<file path="src/rtl/pose_follower_with_snap_assert.svh">
// Assertion macros shared by the RTL.
`ifndef POSE_FOLLOWER_WITH_SNAP_ASSERT_SVH
`define POSE_FOLLOWER_WITH_SNAP_ASSERT_SVH

// Same-cycle implication.
`define PFS_ASSERT_NOW(lbl, ck, rn, ante, cons) \
	lbl: assert property (@(posedge ck) disable iff (!rn) (ante) |-> (cons)) \
		else $error("pfs assertion failed");

// Next-cycle implication.
`define PFS_ASSERT_NXT(lbl, ck, rn, ante, cons) \
	lbl: assert property (@(posedge ck) disable iff (!rn) (ante) |=> (cons)) \
		else $error("pfs assertion failed");

`endif

</file>
<file path="src/rtl/pfs_pkg.sv">
package pfs_pkg;

	typedef struct packed {
		logic signed [31:0] a;
		logic signed [31:0] b;
		logic signed [31:0] c;
		logic [15:0]        d;
		logic [15:0]        e;
		logic [15:0]        f;
		logic               done;
	} pose_t;

	localparam logic               ACT_TICK       = 1'b0;
	localparam logic               ACT_LOAD       = 1'b1;

	localparam logic [7:0]         MODE_RETREAT_A = 8'd1;
	localparam logic [7:0]         MODE_RETREAT_B = 8'd8;

	localparam logic signed [31:0] SNAP_HI        = 32'sd127;
	localparam logic signed [31:0] SNAP_LO        = -32'sd128;
	localparam logic signed [16:0] ANG_NEAR       = 17'sd128;

	localparam logic signed [31:0] DECAY_MAX      = 32'sd32767;
	localparam logic signed [31:0] RETREAT_DROP   = 32'sd4096;
	localparam logic signed [31:0] PARK_B_MAX     = 32'sd63;
	localparam logic signed [15:0] ANG_STEP_MAX   = 16'sd31;
	localparam logic signed [15:0] ANG_END        = 16'sd32;

endpackage

</file>
<file path="src/rtl/pfs_pos_unit.sv">
module pfs_pos_unit (
	input  logic signed [31:0] cur,
	input  logic signed [31:0] tgt,
	output logic signed [31:0] nxt
);
	import pfs_pkg::*;

	logic signed [31:0] gap;
	logic signed [31:0] gap_rnd;
	logic signed [31:0] nxt_raw;
	logic signed [31:0] diff;
	logic               snap;

	always_comb begin
		gap     = tgt - cur;
		gap_rnd = gap + $signed({30'd0, {2{gap[31]}}});
		nxt_raw = cur + (gap_rnd >>> 2);
		diff    = tgt - nxt_raw;
		snap    = ((tgt > nxt_raw) && (diff <= SNAP_HI)) ||
		          ((tgt < nxt_raw) && (diff > SNAP_LO));
		nxt     = snap ? tgt : nxt_raw;
	end

endmodule

</file>
<file path="src/rtl/pfs_ang_unit.sv">
module pfs_ang_unit (
	input  logic [15:0] cur,
	input  logic [15:0] tgt,
	output logic [15:0] nxt
);
	import pfs_pkg::*;

	logic signed [16:0] diff;
	logic               up;

	always_comb begin
		diff = $signed({tgt[15], tgt}) - $signed({cur[15], cur});
		if (diff[16])
			up = (diff < -ANG_NEAR);
		else
			up = (diff <= ANG_NEAR);
		if (cur == tgt)
			nxt = cur;
		else
			nxt = up ? cur + 16'd1 : cur - 16'd1;
	end

endmodule

</file>
<file path="src/rtl/pfs_step.sv">
module pfs_step (
	input  pfs_pkg::pose_t     st,
	input  logic               action,
	input  logic [7:0]         mode_code,
	input  logic signed [31:0] target_a,
	input  logic signed [31:0] target_b,
	input  logic signed [31:0] target_c,
	input  logic [15:0]        target_d,
	input  logic [15:0]        target_e,
	input  logic [15:0]        target_ang_f,
	output pfs_pkg::pose_t     nx
);
	import pfs_pkg::*;

	logic signed [31:0] fa, fb, fc;
	logic [15:0]        fd, fe, ff;
	logic signed [31:0] rb, rb_rnd;
	logic [15:0]        rd;
	logic               retreat;

	pfs_pos_unit u_pos_a (.cur(st.a), .tgt(target_a), .nxt(fa));
	pfs_pos_unit u_pos_b (.cur(st.b), .tgt(target_b), .nxt(fb));
	pfs_pos_unit u_pos_c (.cur(st.c), .tgt(target_c), .nxt(fc));
	pfs_ang_unit u_ang_d (.cur(st.d), .tgt(target_d), .nxt(fd));
	pfs_ang_unit u_ang_e (.cur(st.e), .tgt(target_e), .nxt(fe));
	pfs_ang_unit u_ang_f (.cur(st.f), .tgt(target_ang_f), .nxt(ff));

	always_comb begin
		retreat = (mode_code == MODE_RETREAT_A) || (mode_code == MODE_RETREAT_B);
		rb_rnd  = st.b + $signed({29'd0, {3{st.b[31]}}});
		rd      = st.d;
		if (st.b <= DECAY_MAX) begin
			rb = st.b - (rb_rnd >>> 3);
			if ($signed(st.d) <= ANG_STEP_MAX)
				rd = st.d + 16'd1;
		end else begin
			rb = st.b - RETREAT_DROP;
		end

		nx = st;
		priority if (action == ACT_LOAD) begin
			nx.a    = target_a;
			nx.b    = target_b;
			nx.c    = target_c;
			nx.d    = target_d;
			nx.e    = target_e;
			nx.f    = target_ang_f;
			nx.done = 1'b0;
		end else if (st.done) begin
			nx = st;
		end else if (retreat) begin
			nx.b = rb;
			nx.d = rd;
			if (($signed(rd) == ANG_END) && (rb <= PARK_B_MAX)) begin
				nx.b    = 32'sd0;
				nx.done = 1'b1;
			end
		end else begin
			nx.a    = fa;
			nx.b    = fb;
			nx.c    = fc;
			nx.d    = fd;
			nx.e    = fe;
			nx.f    = ff;
			nx.done = (fa == target_a) && (fb == target_b) && (fc == target_c) &&
			          (fd == target_d) && (fe == target_e) && (ff == target_ang_f);
		end
	end

endmodule

</file>
<file path="src/rtl/pose_follower_with_snap.sv">
// Pose follower with snap.
// Input channel in_valid/in_ready carries one item: action (0 = tick, 1 = load the
// pose from the target fields), mode_code (1 or 8 = retreat, else approach) and
// the six target components. Output channel out_valid/out_ready returns one
// result per item: the pose and the arrived flag after that item.
// An accepted item is held in the input register, and its result is written
// to the pose register, which drives the outputs.
// Throughput: one item per cycle while out_ready stays high; the pose update
// is a single pass of adds, shifts and compares between the input register
// and the pose register, which doubles as the result register.
// Reset (arst_n low) clears the pose and the arrived flag to zero and empties
// both registers; no result is shown until an item comes in.
// When the receiver stalls the result holds, one more item may be taken into
// the input register, and then in_ready drops until the result is taken.
`include "pose_follower_with_snap_assert.svh"

module pose_follower_with_snap (
	input  logic               clk,
	input  logic               arst_n,
	input  logic               in_valid,
	output logic               in_ready,
	input  logic               action,
	input  logic [7:0]         mode_code,
	input  logic signed [31:0] target_a,
	input  logic signed [31:0] target_b,
	input  logic signed [31:0] target_c,
	input  logic [15:0]        target_d,
	input  logic [15:0]        target_e,
	input  logic [15:0]        target_ang_f,
	output logic               out_valid,
	input  logic               out_ready,
	output logic signed [31:0] cur_a,
	output logic signed [31:0] cur_b,
	output logic signed [31:0] cur_c,
	output logic [15:0]        cur_d,
	output logic [15:0]        cur_e,
	output logic [15:0]        cur_f,
	output logic               arrived
);
	import pfs_pkg::*;

	logic               valid_s1;
	logic               action_s1;
	logic [7:0]         mode_s1;
	logic signed [31:0] tgt_a_s1, tgt_b_s1, tgt_c_s1;
	logic [15:0]        tgt_d_s1, tgt_e_s1, tgt_f_s1;
	pose_t              pose_q;
	pose_t              pose_nx;
	logic               out_valid_q;
	logic               advance;
	logic               take;
	logic               load_s1;

	assign advance  = valid_s1 && (!out_valid_q || out_ready);
	assign in_ready = !valid_s1 || advance;
	assign take     = in_valid && in_ready;
	assign load_s1  = (action_s1 == ACT_LOAD);

	pfs_step u_step (
		.st           (pose_q),
		.action       (action_s1),
		.mode_code    (mode_s1),
		.target_a     (tgt_a_s1),
		.target_b     (tgt_b_s1),
		.target_c     (tgt_c_s1),
		.target_d     (tgt_d_s1),
		.target_e     (tgt_e_s1),
		.target_ang_f (tgt_f_s1),
		.nx           (pose_nx)
	);

	always_ff @(posedge clk or negedge arst_n) begin
		if (!arst_n) begin
			valid_s1 <= 1'b0;
		end else if (take) begin
			valid_s1 <= 1'b1;
		end else if (advance) begin
			valid_s1 <= 1'b0;
		end
	end

	always_ff @(posedge clk) begin
		if (take) begin
			action_s1 <= action;
			mode_s1   <= mode_code;
			tgt_a_s1  <= target_a;
			tgt_b_s1  <= target_b;
			tgt_c_s1  <= target_c;
			tgt_d_s1  <= target_d;
			tgt_e_s1  <= target_e;
			tgt_f_s1  <= target_ang_f;
		end
	end

	always_ff @(posedge clk or negedge arst_n) begin
		if (!arst_n) begin
			pose_q      <= '0;
			out_valid_q <= 1'b0;
		end else if (advance) begin
			pose_q      <= pose_nx;
			out_valid_q <= 1'b1;
		end else if (out_ready) begin
			out_valid_q <= 1'b0;
		end
	end

	assign out_valid = out_valid_q;
	assign cur_a     = pose_q.a;
	assign cur_b     = pose_q.b;
	assign cur_c     = pose_q.c;
	assign cur_d     = pose_q.d;
	assign cur_e     = pose_q.e;
	assign cur_f     = pose_q.f;
	assign arrived   = pose_q.done;

	`PFS_ASSERT_NXT(a_load, clk, arst_n, advance && load_s1, !arrived && (cur_a == $past(tgt_a_s1)))
	`PFS_ASSERT_NXT(a_done_hold, clk, arst_n, advance && !load_s1 && arrived, pose_q == $past(pose_q))
	`PFS_ASSERT_NXT(a_result_shown, clk, arst_n, advance, out_valid)
	`PFS_ASSERT_NOW(a_stall_only, clk, arst_n, !in_ready, valid_s1 && out_valid && !out_ready)

endmodule

</file>
<file path="config.mk">
export PLATFORM = sky130hd
export DESIGN_NAME = pose_follower_with_snap
export DESIGN_NICKNAME = d
export VERILOG_FILES = /design/src/rtl/pfs_pkg.sv /design/src/rtl/pfs_pos_unit.sv /design/src/rtl/pfs_ang_unit.sv /design/src/rtl/pfs_step.sv /design/src/rtl/pose_follower_with_snap.sv
export VERILOG_INCLUDE_DIRS = /design/src /design/src/rtl
export SDC_FILE = /design/constraint.sdc
export NUM_CORES = 2
export LEC_CHECK = 0
export BUFFER_PORTS_ARGS = -buffer_cell sky130_fd_sc_hd__buf_4
export CAP_MARGIN = 0
export CELL_PAD_IN_SITES_DETAIL_PLACEMENT = 0
export CELL_PAD_IN_SITES_GLOBAL_PLACEMENT = 2
export CORE_MARGIN = 1
export CORE_UTILIZATION = 36
export CTS_CLUSTER_SIZE = 24
export DETAILED_ROUTE_END_ITERATION = 10
export PLACE_DENSITY_LB_ADDON = 0.1
export SETUP_SLACK_MARGIN = 0.05
export SYNTH_ARGS = -nofsm -noshare
export SYNTH_HDL_FRONTEND = slang
export SYNTH_HIERARCHICAL = 1
export SYNTH_SLANG_ARGS = --single-unit
</file>
<file path="constraint.sdc">
create_clock -name clk -period 12.5 [get_ports clk]
set_input_delay 2.5 -clock clk [delete_from_list [all_inputs] [get_ports clk]]
set_output_delay 2.5 -clock clk [all_outputs]
set_load 0.05 [all_outputs]
</file>
==> flow_summary_export.csv <==
group,metric,value,unit
setup_path,reg2reg_setup_slack,0.49,ns
sta,final_hold_viol_count,0,
setup_path,cp.required,13.06,ns
logic_synthesis,syn_area_per_cell,8.03,sq um
logic_synthesis,yosys-top-cells-count,"432 x nand2_1, 393 x ha_1, 381 x a21oi_1",
sta,slew_viol_final,0,
die,die_area,0.130,sq mm
logic_synthesis,yosys_most_used_dff,"edfxtp_1",
die,core,0.127,sq mm
finish,areaGrowthSynthToFinish,22.4,%
clocking,path_clk_slew,0.06,ns
setup_path,reg2reg_depth,52,
logic_synthesis,synth.area.top_cells,"ha_1 11%, edfxtp_1 9.9%, dfrtp_1 8.0%, xnor2_1 6.3%, xor2_1 5.2%",
clocking,htree_num_levels,2,
sta,finalCritPeriodShare,96.0,%
finish,final_util,44.4,%
die,io_pins,304,
clocking,cts-hold-fix-buffers,0,
sta,slew_headroom,13.8,%
logic_synthesis,synth_async_sr_flop_share,49.0,%
logic_synthesis,synth_edf_count,153,
drt,vias_per_cell,5.79,
clocking,clockBufferDepth,3,
clocking,clkLatencyLatePin,0.64,ns
die,rows,131,
setup_path,r2r-start,"tgt_c_s1[6]",
placed_design,dp.final_hpwl,160000,um
logic_synthesis,synth_nets,6316,
drt,avgRoutedWirePerCell,24.1,um
finish,seq_area,0.00827,sq mm
logic_synthesis,yosysMostFrequentCell,"nand2_1",
sta,max_freq,83.3,MHz
die,start_util,36.3,%
setup_path,crit_slowest_cell,"a2111oi_4",
logic_synthesis,syn_area,0.0462,sq mm
logic_synthesis,synth_seq_cells,300,
finish,final_nets,7058,
placed_design,gp_congestion,0.966,
finish,drive_gt1_share,21.6,%
drt,ant_nets,0,
global_routing,grt_max_degree,137,
finish,multiInputGateArea,0.0360,sq mm
global_routing,grt_first_pass_wirelength,292000,um
logic_synthesis,synth_cells,5750,
setup_path,worstReg2RegEnd,"arrived",
logic_synthesis,yosysTopAreaCell,"ha_1",
placed_design,numPortBuffers,303,
global_routing,track_usage,29.4,%
drt,totalWireLength,197000,um
global_routing,overflow,0,
clocking,cts_tree,"built",
sta,rsz0062_at_grt,"no",
clocking,cts_buffers,43,
worst_hold_path,min_to,"cur_a[26]",
sta,setup_viol,0,
worst_hold_path,hold_depth,1,
drt,drt_iter0_drc,3544,
sta,holdWs,0.612,ns
sta,min_period,12.01,ns
drt,first_pass_iters,6,
logic_synthesis,seq_area_frac_synth,17.9,%
drt,drc,0,
worst_hold_path,hp-class,"reg -> reg",
sta,worstMarginPinSlew,1.28,ns
clocking,numClockSinks,300,
setup_path,crit_path_frequent_cell,"buf_4",
setup_path,start_kind,"flop",
die,die_w,360,um
drt,num_vias,47405,
clocking,clockRootBuffer,"clkbuf_16",
finish,nFillCells,12941,
flow_run,drv_cap,0,
global_routing,grt_pass1_vias,45761,
setup_path,critPathArrivalTime,12.56,ns
die,die_h,360,um
logic_synthesis,netlist.area_leader.share,10.6,%
setup_path,slowest_delay,0.49,ns
setup_path,critPathCaptureType,"flop",
sta,fin_skew,0.0392,ns
setup_path,path_class,"reg -> reg",
worst_hold_path,worstHoldStart,"cur_a[26]",
logic_synthesis,yosys_warnings,6,
global_routing,antenna_found_initial,22,
run_status,status,"finished clean",
logic_synthesis,yosysUniqueCellTypes,134,
setup_path,cp_max_fo,7,
sequential cells by signal, indices dropped and copies added (netlist names):
name       cells
action_s1      1
cur_e         16
cur_f         16
tgt_a_s1      32
tgt_b_s1      32
tgt_d_s1      16
tgt_e_s1      16
tgt_f_s1      16
cur_a         32
cur_c         32
cur_d         16
arrived        1
valid_s1       1
mode_s1        8
out_valid      1
cur_b         32
tgt_c_s1      32
cells by family (layout without fill, tap and decap cells):
family	count (synthesis)	count (layout)	share of synthesized area [%]
AO/OA/AOI/OAI	1635	1635	23.8
XOR/XNOR	609	609	11.7
adder cells (fa/ha/maj)	434	434	11.9
buffers and inverters	597	1373	5.34
flip-flops	300	300	17.9
multiplexers	356	356	8.61
other	0	1	0
AND/OR/NAND/NOR	1819	1819	20.7
how the worst max path moves through the flow:
stage / startpoint / to / slack [ns] / depth (start not counted)
final: tgt_c_s1[6] / arrived / 0.49 / 52
after global routing: cur_c[1] / arrived / 0.02 / 64
after CTS: cur_c[1] / arrived / 0.06 / 64
after detailed placement: cur_c[1] / arrived / -0.62 / 62
after global placement: cur_c[1] / arrived / -0.60 / 62
after floorplan: cur_c[1] / arrived / 0.77 / 61
stage by stage:
stage | instance area [sq um] | setup WS, ns | TNS [ns] | cells
5_1_grt | 56500 | 0.0175 | 0 | 8188
6_report | 56500 | 0.495 | 0 | 8189
4_1_cts | 55800 | 0.0596 | 0 | 8163
3_3_place_gp | 54200 | -0.596 | -0.596 | 8083
3_5_place_dp | 54200 | -0.622 | -0.622 | 8083
2_1_floorplan | 46200 | 0.766 | 0 | 5750
critical path: cells and delay by family (launching register included):
family	cells	cell delay [ns]
multiplexers	2	0.45
AO/OA/AOI/OAI	18	3.31
flip-flops	1	0.40
AND/OR/NAND/NOR	15	3.84
XOR/XNOR	5	1.17
buffers and inverters	7	1.02
adder cells (fa/ha/maj)	5	1.72
what timing repair did:
item	CTS	global route
setup buffers	0	24
resized for setup	11	101
pin swaps	1	45
gates cloned	1	1
endpoints found under the setup margin	1	45
placed cells by master, fill, tap and decap left out, types with 62 or more instances in the layout:
master / instances
a21o_1: 123
a21oi_1: 376
and3_1: 92
buf_4: 930
dfrtp_1: 146
edfxtp_1: 153
ha_1: 383
inv_1: 350
mux2_2: 113
mux2i_1: 183
nand2_1: 432
nand2b_1: 62
nand3_1: 161
nand4_1: 161
nor2_1: 351
nor2b_1: 63
nor3_1: 110
o211ai_1: 68
o21a_1: 67
o21ai_0: 360
xnor2_1: 326
xor2_1: 271
final cells by class:
class / instances / area share, %
clock buffers: 51 / 2.01
clock inverters: 28 / 0.742
multi-input cells: 4853 / 63.8
inverters: 352 / 2.34
diodes: 1 / 0.00443
flip-flops and latches: 300 / 14.6
repair buffers: 942 / 12.8
well taps: 1662 / 3.68
layer usage:
metal / vias up / share of wire [%] / global-route usage (%) / wire length, um
li1: 22969 / - / - / -
met1: 22830 / 47 / 41.1 / 92700
met2: 1349 / 44 / 47.0 / 87600
met3: 231 / 5.9 / 4.09 / 11600
met4: 26 / 2.7 / 7.51 / 5290
met5: - / 0.088 / 0 / 173
Power is left out: the tool's default activity adds up to more than one toggle a clock period on the data nets, which glitch-free logic cannot reach.
